===== src/sv/abib_pkg.sv =====
package abib_pkg;

	// Request codes carried in req_type.
	localparam logic REQ_START = 1'b0;
	localparam logic REQ_PAIR  = 1'b1;

	// Register indexes on the configuration port (byte address is four times the index).
	localparam logic [2:0] REG_WINDOW_WIDTH  = 3'd0;
	localparam logic [2:0] REG_WINDOW_HEIGHT = 3'd1;
	localparam logic [2:0] REG_IMAGE_WIDTH   = 3'd2;
	localparam logic [2:0] REG_IMAGE_HEIGHT  = 3'd3;
	localparam logic [2:0] REG_POS_X         = 3'd4;
	localparam logic [2:0] REG_POS_Y         = 3'd5;

	// Queue depths between front and back, and on the result side.
	localparam int JOB_DEPTH = 4;
	localparam int RES_DEPTH = 4;
	localparam int RES_LVL_W = $clog2(RES_DEPTH + 1);

	// Clamped dimensions and signed position, as seen by front and back.
	typedef struct packed {
		logic [12:0] ww;
		logic [12:0] wh;
		logic [12:0] iw;
		logic [12:0] ih;
		logic [13:0] px;
		logic [13:0] py;
	} cfg_t;

	// One classified word on its way from front to back.
	typedef struct packed {
		logic        status;
		logic        write_valid;
		logic        fetch_valid;
		logic        done;
		logic [12:0] wrow;
		logic [12:0] wcol;
		logic [12:0] frow;
		logic [12:0] fcol;
		logic [31:0] src_pixel;
		logic [31:0] dst_pixel;
	} job_t;

	// One result word.
	typedef struct packed {
		logic        status;
		logic        write_valid;
		logic [23:0] write_address;
		logic [23:0] write_pixel;
		logic        fetch_valid;
		logic [23:0] fetch_src_address;
		logic [23:0] fetch_dst_address;
		logic        done;
	} res_t;

	// Exact floor(x / 255) for any 16-bit x whose quotient fits in eight bits.
	function automatic logic [7:0] div255(input logic [15:0] x);
		logic [16:0] t;
		t = 17'(x) + 17'd1 + 17'(x[15:8]);
		return t[15:8];
	endfunction

endpackage


===== src/sv/abib_fifo.sv =====
module abib_fifo #(
	parameter int WIDTH = 8,
	parameter int DEPTH = 4
) (
	input  logic                           clk,
	input  logic                           arst_n,
	input  logic                           push,
	input  logic [WIDTH-1:0]               wdata,
	output logic                           full,
	input  logic                           pop,
	output logic [WIDTH-1:0]               rdata,
	output logic                           empty,
	output logic [$clog2(DEPTH+1)-1:0]     level
);

	localparam int AW = $clog2(DEPTH);
	localparam int LW = $clog2(DEPTH + 1);

	logic [WIDTH-1:0] mem_q [DEPTH];
	logic [AW-1:0]    wr_q;
	logic [AW-1:0]    rd_q;
	logic [LW-1:0]    level_q;
	logic             do_push;
	logic             do_pop;

	assign full    = (level_q == LW'(DEPTH));
	assign empty   = (level_q == '0);
	assign level   = level_q;
	assign rdata   = mem_q[rd_q];
	assign do_push = push && !full;
	assign do_pop  = pop && !empty;

	// Pointers and fill level.
	always_ff @(posedge clk or negedge arst_n) begin
		if (!arst_n) begin
			wr_q    <= '0;
			rd_q    <= '0;
			level_q <= '0;
		end else begin
			if (do_push) begin
				wr_q <= (wr_q == AW'(DEPTH - 1)) ? '0 : wr_q + AW'(1);
			end
			if (do_pop) begin
				rd_q <= (rd_q == AW'(DEPTH - 1)) ? '0 : rd_q + AW'(1);
			end
			if (do_push && !do_pop) begin
				level_q <= level_q + LW'(1);
			end else if (do_pop && !do_push) begin
				level_q <= level_q - LW'(1);
			end
		end
	end

	// Storage holds payload only and needs no reset.
	always_ff @(posedge clk) begin
		if (do_push) begin
			mem_q[wr_q] <= wdata;
		end
	end

	a_level_bound: assert property (@(posedge clk) disable iff (!arst_n)
		32'(level_q) <= DEPTH)
		else $error("queue level beyond its depth");

	a_pop_moves: assert property (@(posedge clk) disable iff (!arst_n)
		(do_pop && !do_push) |=> (level_q == $past(level_q) - LW'(1)))
		else $error("queue level did not fall after a pop");

endmodule


===== src/sv/abib_front.sv =====
module abib_front (
	input  logic               clk,
	input  logic               arst_n,
	input  logic               accept,
	input  logic               req_type,
	input  logic [31:0]        src_pixel,
	input  logic [31:0]        dst_pixel,
	input  abib_pkg::cfg_t     cfg,
	output abib_pkg::job_t     job
);

	logic        active_q;
	logic [12:0] col_q;
	logic [12:0] row_q;
	logic [12:0] col_begin_q;
	logic [12:0] col_end_q;
	logic [12:0] row_end_q;

	logic signed [15:0] px_e;
	logic signed [15:0] py_e;
	logic signed [15:0] rb;
	logic signed [15:0] re;
	logic signed [15:0] cb;
	logic signed [15:0] ce;
	logic signed [15:0] re_win;
	logic signed [15:0] ce_win;
	logic               visible;

	logic [12:0] col_inc;
	logic        wrap;
	logic [12:0] col_nx;
	logic [12:0] row_nx;
	logic        finish;

	// Clip the image rectangle against the window.
	always_comb begin
		px_e    = $signed({{2{cfg.px[13]}}, cfg.px});
		py_e    = $signed({{2{cfg.py[13]}}, cfg.py});
		rb      = (py_e < 0) ? -py_e : 16'sd0;
		cb      = (px_e < 0) ? -px_e : 16'sd0;
		re_win  = $signed({3'b000, cfg.wh}) - py_e;
		ce_win  = $signed({3'b000, cfg.ww}) - px_e;
		re      = (re_win < $signed({3'b000, cfg.ih})) ? re_win : $signed({3'b000, cfg.ih});
		ce      = (ce_win < $signed({3'b000, cfg.iw})) ? ce_win : $signed({3'b000, cfg.iw});
		visible = (rb < re) && (cb < ce);
	end

	// One step of the row-by-row walk.
	always_comb begin
		col_inc = col_q + 13'd1;
		wrap    = (col_inc >= col_end_q);
		col_nx  = wrap ? col_begin_q : col_inc;
		row_nx  = wrap ? row_q + 13'd1 : row_q;
		finish  = (row_nx >= row_end_q);
	end

	// Classify the incoming word for the back end.
	always_comb begin
		job           = '0;
		job.src_pixel = src_pixel;
		job.dst_pixel = dst_pixel;
		priority if (req_type == abib_pkg::REQ_START) begin
			if (visible) begin
				job.fetch_valid = 1'b1;
				job.frow        = rb[12:0];
				job.fcol        = cb[12:0];
			end else begin
				job.done = 1'b1;
			end
		end else if (!active_q) begin
			job.status = 1'b1;
		end else begin
			job.write_valid = 1'b1;
			job.wrow        = row_q;
			job.wcol        = col_q;
			if (finish) begin
				job.done = 1'b1;
			end else begin
				job.fetch_valid = 1'b1;
				job.frow        = row_nx;
				job.fcol        = col_nx;
			end
		end
	end

	// Walk state.
	always_ff @(posedge clk or negedge arst_n) begin
		if (!arst_n) begin
			active_q    <= 1'b0;
			col_q       <= '0;
			row_q       <= '0;
			col_begin_q <= '0;
			col_end_q   <= '0;
			row_end_q   <= '0;
		end else if (accept) begin
			if (req_type == abib_pkg::REQ_START) begin
				active_q <= visible;
				if (visible) begin
					row_q       <= rb[12:0];
					col_q       <= cb[12:0];
					col_begin_q <= cb[12:0];
					col_end_q   <= ce[12:0];
					row_end_q   <= re[12:0];
				end
			end else if (active_q) begin
				col_q    <= col_nx;
				row_q    <= row_nx;
				active_q <= !finish;
			end
		end
	end

	a_walk_in_bounds: assert property (@(posedge clk) disable iff (!arst_n)
		active_q |-> (col_q < col_end_q) && (row_q < row_end_q) && (col_begin_q < col_end_q))
		else $error("walk position outside the clipped region");

endmodule


===== src/sv/abib_back.sv =====
module abib_back (
	input  logic                             clk,
	input  logic                             arst_n,
	input  abib_pkg::cfg_t                   cfg,
	input  abib_pkg::job_t                   job,
	input  logic                             job_valid,
	output logic                             job_pop,
	input  logic [abib_pkg::RES_LVL_W-1:0]   res_level,
	output abib_pkg::res_t                   res,
	output logic                             res_push
);

	logic        v_s1;
	logic        status_s1;
	logic        wvalid_s1;
	logic        fvalid_s1;
	logic        done_s1;
	logic [12:0] wcol_s1;
	logic [12:0] fcol_s1;
	logic [23:0] wprod_s1;
	logic [23:0] fprod_s1;
	logic [23:0] sprod_s1;
	logic [15:0] mix_s1 [3];

	logic [23:0] iw24;
	logic [23:0] ww24;
	logic [23:0] py24;
	logic [23:0] px24;
	logic [23:0] woff;
	logic [23:0] foff;
	logic [23:0] soff;
	logic [7:0]  alpha;
	logic [7:0]  dch [3];
	logic [7:0]  sch [3];
	logic        issue;

	// Issue only while the result queue has room for everything in flight.
	assign issue   = job_valid &&
		((32'(res_level) + 32'(v_s1)) < abib_pkg::RES_DEPTH);
	assign job_pop = issue;

	// Row offsets and channel taps ahead of the multipliers.
	always_comb begin
		iw24   = 24'(cfg.iw);
		ww24   = 24'(cfg.ww);
		py24   = {{10{cfg.py[13]}}, cfg.py};
		px24   = {{10{cfg.px[13]}}, cfg.px};
		woff   = 24'(job.wrow) + py24;
		foff   = 24'(job.frow) + py24;
		soff   = 24'(cfg.ih) - 24'(job.frow) - 24'd1;
		alpha  = job.src_pixel[7:0];
		dch[0] = job.dst_pixel[23:16];
		dch[1] = job.dst_pixel[15:8];
		dch[2] = job.dst_pixel[7:0];
		sch[0] = job.src_pixel[15:8];
		sch[1] = job.src_pixel[23:16];
		sch[2] = job.src_pixel[31:24];
	end

	// Stage one: valid flag.
	always_ff @(posedge clk or negedge arst_n) begin
		if (!arst_n) begin
			v_s1 <= 1'b0;
		end else begin
			v_s1 <= issue;
		end
	end

	// Stage one: products for the addresses and the per-channel mix.
	always_ff @(posedge clk) begin
		if (issue) begin
			status_s1 <= job.status;
			wvalid_s1 <= job.write_valid;
			fvalid_s1 <= job.fetch_valid;
			done_s1   <= job.done;
			wcol_s1   <= job.wcol;
			fcol_s1   <= job.fcol;
			wprod_s1  <= woff * ww24;
			fprod_s1  <= foff * ww24;
			sprod_s1  <= soff * iw24;
			for (int i = 0; i < 3; i++) begin
				mix_s1[i] <= 16'(dch[i]) * 16'(8'd255 - alpha) + 16'(sch[i]) * 16'(alpha);
			end
		end
	end

	// Final sums, the divide by 255 and masking of unused fields.
	always_comb begin
		res          = '0;
		res.status   = status_s1;
		res.done     = done_s1;
		if (wvalid_s1) begin
			res.write_valid   = 1'b1;
			res.write_address = wprod_s1 + 24'(wcol_s1) + px24;
			res.write_pixel   = {abib_pkg::div255(mix_s1[0]),
				abib_pkg::div255(mix_s1[1]), abib_pkg::div255(mix_s1[2])};
		end
		if (fvalid_s1) begin
			res.fetch_valid       = 1'b1;
			res.fetch_src_address = sprod_s1 + 24'(fcol_s1);
			res.fetch_dst_address = fprod_s1 + 24'(fcol_s1) + px24;
		end
	end

	assign res_push = v_s1;

endmodule


===== src/sv/alpha_blend_image_blit_top.sv =====
// A word goes from the job queue through the back end's stage-one register into the result queue.
// Throughput: one word per cycle while the result queue has room, set by the single multiply stage.
// Front end and back end are parted by a four-word queue, results by another.
// Reset clears both queues and the walk state; no blit is active afterwards.
// Registers reset to window 640 by 480, image 64 by 64, position zero.
module alpha_blend_image_blit_top #(
	parameter int MAX_DIM = 4096
) (
	input  logic        clk,
	input  logic        arst_n,
	input  logic        push,
	output logic        full,
	input  logic        req_type,
	input  logic [31:0] src_pixel,
	input  logic [31:0] dst_pixel,
	output logic        empty,
	input  logic        pop,
	output logic        status,
	output logic        write_valid,
	output logic [23:0] write_address,
	output logic [23:0] write_pixel,
	output logic        fetch_valid,
	output logic [23:0] fetch_src_address,
	output logic [23:0] fetch_dst_address,
	output logic        done_res,
	input  logic        psel,
	input  logic        penable,
	input  logic        pwrite,
	input  logic [4:0]  paddr,
	input  logic [31:0] pwdata,
	output logic [31:0] prdata,
	output logic        pready
);

	logic [12:0] ww_q;
	logic [12:0] wh_q;
	logic [12:0] iw_q;
	logic [12:0] ih_q;
	logic [13:0] px_q;
	logic [13:0] py_q;

	abib_pkg::cfg_t cfg;
	abib_pkg::job_t job_in;
	abib_pkg::job_t job_out;
	abib_pkg::res_t res_in;
	abib_pkg::res_t res_out;

	logic                                          accept;
	logic                                          cfg_wr;
	logic                                          job_empty;
	logic                                          job_pop;
	logic [$clog2(abib_pkg::JOB_DEPTH + 1)-1:0]    job_level;
	logic                                          res_push;
	logic                                          res_full;
	logic [abib_pkg::RES_LVL_W-1:0]                res_level;

	assign pready = 1'b1;
	assign cfg_wr = psel && penable && pwrite && pready;
	assign accept = push && !full;

	// Configuration registers.
	always_ff @(posedge clk or negedge arst_n) begin
		if (!arst_n) begin
			ww_q <= 13'd640;
			wh_q <= 13'd480;
			iw_q <= 13'd64;
			ih_q <= 13'd64;
			px_q <= '0;
			py_q <= '0;
		end else if (cfg_wr) begin
			unique case (paddr[4:2])
				abib_pkg::REG_WINDOW_WIDTH:  ww_q <= pwdata[12:0];
				abib_pkg::REG_WINDOW_HEIGHT: wh_q <= pwdata[12:0];
				abib_pkg::REG_IMAGE_WIDTH:   iw_q <= pwdata[12:0];
				abib_pkg::REG_IMAGE_HEIGHT:  ih_q <= pwdata[12:0];
				abib_pkg::REG_POS_X:         px_q <= pwdata[13:0];
				abib_pkg::REG_POS_Y:         py_q <= pwdata[13:0];
				default: ;
			endcase
		end
	end

	// Register read-back.
	always_comb begin
		unique case (paddr[4:2])
			abib_pkg::REG_WINDOW_WIDTH:  prdata = 32'(ww_q);
			abib_pkg::REG_WINDOW_HEIGHT: prdata = 32'(wh_q);
			abib_pkg::REG_IMAGE_WIDTH:   prdata = 32'(iw_q);
			abib_pkg::REG_IMAGE_HEIGHT:  prdata = 32'(ih_q);
			abib_pkg::REG_POS_X:         prdata = 32'(px_q);
			abib_pkg::REG_POS_Y:         prdata = 32'(py_q);
			default:                     prdata = '0;
		endcase
	end

	// Dimensions above the maximum count as the maximum.
	always_comb begin
		cfg.ww = (32'(ww_q) > 32'(MAX_DIM)) ? 13'(MAX_DIM) : ww_q;
		cfg.wh = (32'(wh_q) > 32'(MAX_DIM)) ? 13'(MAX_DIM) : wh_q;
		cfg.iw = (32'(iw_q) > 32'(MAX_DIM)) ? 13'(MAX_DIM) : iw_q;
		cfg.ih = (32'(ih_q) > 32'(MAX_DIM)) ? 13'(MAX_DIM) : ih_q;
		cfg.px = px_q;
		cfg.py = py_q;
	end

	abib_front u_front (
		.clk       (clk),
		.arst_n    (arst_n),
		.accept    (accept),
		.req_type  (req_type),
		.src_pixel (src_pixel),
		.dst_pixel (dst_pixel),
		.cfg       (cfg),
		.job       (job_in)
	);

	abib_fifo #(
		.WIDTH ($bits(abib_pkg::job_t)),
		.DEPTH (abib_pkg::JOB_DEPTH)
	) u_job_fifo (
		.clk    (clk),
		.arst_n (arst_n),
		.push   (push),
		.wdata  (job_in),
		.full   (full),
		.pop    (job_pop),
		.rdata  (job_out),
		.empty  (job_empty),
		.level  (job_level)
	);

	abib_back u_back (
		.clk       (clk),
		.arst_n    (arst_n),
		.cfg       (cfg),
		.job       (job_out),
		.job_valid (!job_empty),
		.job_pop   (job_pop),
		.res_level (res_level),
		.res       (res_in),
		.res_push  (res_push)
	);

	abib_fifo #(
		.WIDTH ($bits(abib_pkg::res_t)),
		.DEPTH (abib_pkg::RES_DEPTH)
	) u_res_fifo (
		.clk    (clk),
		.arst_n (arst_n),
		.push   (res_push),
		.wdata  (res_in),
		.full   (res_full),
		.pop    (pop),
		.rdata  (res_out),
		.empty  (empty),
		.level  (res_level)
	);

	// Result word onto its ports.
	assign status            = res_out.status;
	assign write_valid       = res_out.write_valid;
	assign write_address     = res_out.write_address;
	assign write_pixel       = res_out.write_pixel;
	assign fetch_valid       = res_out.fetch_valid;
	assign fetch_src_address = res_out.fetch_src_address;
	assign fetch_dst_address = res_out.fetch_dst_address;
	assign done_res          = res_out.done;

	a_no_result_overflow: assert property (@(posedge clk) disable iff (!arst_n)
		res_push |-> !res_full)
		else $error("result word pushed into a full result queue");

	a_job_level_agrees: assert property (@(posedge clk) disable iff (!arst_n)
		job_empty == (job_level == '0))
		else $error("job queue level disagrees with its empty flag");

endmodule


===== config.mk =====
export PLATFORM = sky130hd
export DESIGN_NAME = alpha_blend_image_blit_top
export DESIGN_NICKNAME = d
export VERILOG_FILES = /design/src/sv/abib_pkg.sv /design/src/sv/abib_fifo.sv /design/src/sv/abib_front.sv /design/src/sv/abib_back.sv /design/src/sv/alpha_blend_image_blit_top.sv
export SDC_FILE = /design/constraint.sdc
export NUM_CORES = 2
export LEC_CHECK = 0
export ABC_AREA = 1
export ABC_CLOCK_PERIOD_IN_PS = 12400
export BUFFER_PORTS_ARGS = -buffer_cell sky130_fd_sc_hd__clkbuf_2
export CAP_MARGIN = 20
export CORE_MARGIN = 2
export CORE_UTILIZATION = 54
export CTS_CLUSTER_DIAMETER = 40
export DETAILED_ROUTE_END_ITERATION = 16
export GPL_ROUTABILITY_DRIVEN = 0
export PLACE_DENSITY = 0.73
export SETUP_SLACK_MARGIN = 0.3
export SLEW_MARGIN = 25
export SYNTH_ARGS = -nofsm -noshare
export SYNTH_HDL_FRONTEND = slang
export SYNTH_SLANG_ARGS = --single-unit

===== constraint.sdc =====
create_clock -name clk -period 12.4 [get_ports clk]
set_input_delay 1.24 -clock clk [delete_from_list [all_inputs] [get_ports clk]]
set_output_delay 1.24 -clock clk [all_outputs]
set_load 0.02 [all_outputs]

==> metrics.cfg <==
[run_status]
outcome=finished clean

[synthesis]
yosys-top-cells-count=nand2_1 (1506), inv_1 (1495), nor2_1 (1008), edfxtp_1 (998), fa_1 (809)
netlist_top_cells_area=edfxtp_1 (35%), fa_1 (19%), ha_1 (8.5%)
synth_top_area_share_pct=34.9
ys_warn_count=0
ys_seq_area_share_pct=39.6
synth_area_um2=85800
yosysUniqueCellTypes=59
yosysTopAreaCell=edfxtp_1
synthArstFlopShare_pct=13.9
synth_seq_cells=1159
syn_area_per_cell_um2=9.66
syn_inst=8887
synth_most_common_cell=nand2_1
synth_flop_cell=edfxtp_1
synth_edf_count=998

[sta]
fmax_ghz=0.105
setup_ws_ns=2.92
fin_setup_tns_ns=0
final_hold_viol_count=0
slew_viol_final=0
max_slew_margin_pct=24.9
setup_violations=0
rsz0062_at_grt=no
worst_pin_slew_ns=1.13
period_needed_ns=9.48
fin_skew_ns=0.0550
fin_crit_sh_pct=76.5

[routing]
vias=63751
drcViolationCount=0
drt_iter0_drc=6029
avgViaCountPerCell=5.66
wl_um=220000
ant_nets=0
wl_per_cell_um=19.5
dr.pass1.iters=7

[grt]
grt_pass1_wl_um=346000
grt_max_degree=156
grt_use_met2_pct=43.7
grtUsageMet1_pct=36.7
grt_usage_pct=27.3
antenna_found_initial=5
met3_usage_pct=5.55
overflow=0
grt-busiest-layer=met2
grt_pass1_vias=63578

[critical_path]
worstPathRequired_ns=12.93
rr_startpoint=u_job_fifo.rd_q[0]
end_kind=flop
crit_fanout=76
critPathTopFamily=adder cells
worstSetupPathDepth=34
crit_type=flop to flop
critical_path_buf_inv_count=6
cp.arrival_ns=10.02
ff2ff_path_depth=34
slowest_delay_ns=0.74
timing.critical_path.mode_cell=nand2_1
cp-startpoint=u_job_fifo.rd_q[0]
cp-start-kind=flop
cp_slowest_cell=fa_1

[die]
initial_utilization_pct=54.3
core_area_um2=158000
num_rows=146
dieArea_um2=162000
io_pins=244
fp.dieH_um=403
fp.dieW_um=403

[clock_tree]
post_cts_resized=0
path_clk_slew_ns=0.06
cts-buffers-inserted=159
clockRootBuffer=clkbuf_16
clk_latency_ns=0.82
cts_sinks=1159
cts.path.max_buffers=3
holdBufCountCts=0
post_cts.repair.setup_buffers=0
h-tree-depth=4
cts_tree=built

[min_path]
hp-class=primary input to async pin

[place]
port-buffer-count=196
dp_worst_setup_slack_ns=3.15
post-dp-hpwl_um=162000

[finish]
multi_input_area_um2=45000
drive_above_1_share_pct=7.25
nNetsFinal=10547
regArea_um2=34000
areaGrowthSynthToFinish_pct=10.1
fillCellCount=12754

[flow_run]
drv_cap=0

## state kept, by name (all words and copies together) (netlist names), 14 cells and up
signal and count:
px_q 14, u_back.fprod_s1 24, py_q 14, u_job_fifo.mem_q 448, u_back.sprod_s1 24, u_res_fifo.mem_q 400
u_back.wprod_s1 24, u_back.mix_s1 48
## per-stage QoR
step	util, %	hold slack, ns	instance area, µm²	instances
after detailed placement	56.3	0.474	89000	10957
final	59.8	0.393	94500	11256
after CTS	59.8	0.383	94500	11255
after floorplan	-	0.448	85900	8911
after global placement	56.3	0.465	89000	10957
after global routing	59.8	0.416	94500	11256
## cells by family (layout without fill, tap and decap cells)
group | Yosys count | count (layout) | synth area share, %
compound gates | 1414 | 1414 | 9.17
flops | 1159 | 1159 | 39.6
mux | 7 | 7 | 0.0831
other cells | 2 | 27 | 0.00875
simple gates | 2869 | 2869 | 13.5
fa+ha+maj | 1392 | 1392 | 27.4
buf+inv | 1842 | 2114 | 8.21
xor+xnor | 202 | 202 | 2.06
## routing by layer
metal | up-vias | part of all wire, %
met5 | - | 0.018
met4 | 6 | 4.0
met3 | 544 | 9.2
met2 | 2917 | 46
met1 | 31100 | 41
li1 | 29184 | -
## layout by cell type (no fill, tap or decap), types with 64 or more instances in the layout
cell	n
a21oi_1	391
a32oi_1	64
buf_4	91
clkbuf_16	159
clkbuf_2	195
dfrtp_1	150
edfxtp_1	998
fa_1	809
ha_1	583
inv_1	1492
nand2_1	1505
nand3_1	149
nor2_1	989
o21ai_0	614
o22ai_1	184
xnor2_1	68
xor2_1	134
## worst paths after layout
kind | slack (ns) | end
worst max-delay path | 2.92 | u_back.wprod_s1[23]
worst min-delay path | 0.39 | u_front.row_end_q[12]
worst max register to register | 2.92 | u_back.wprod_s1[23]
worst min register to register | 0.49 | u_front.col_begin_q[8]
max in group asynchronous | 10.00 | u_res_fifo.rd_q[0]
min in group clk | 0.49 | u_front.col_begin_q[8]
## final cells by class
| type | count | share of cell area [%] |
|---|---|---|
| clock inverter | 114 | 1.44 |
| sequential | 1159 | 36.0 |
| tap | 2072 | 2.74 |
| timing repair buffer | 288 | 1.79 |
| clock buffer | 184 | 4.34 |
| antenna | 1 | 0.00265 |
| multi-input combinational | 5910 | 47.6 |
| inverter | 1528 | 6.09 |
Power is not shown: default switching activity piles up to over one toggle a cycle in this logic, so the estimate is an artifact.
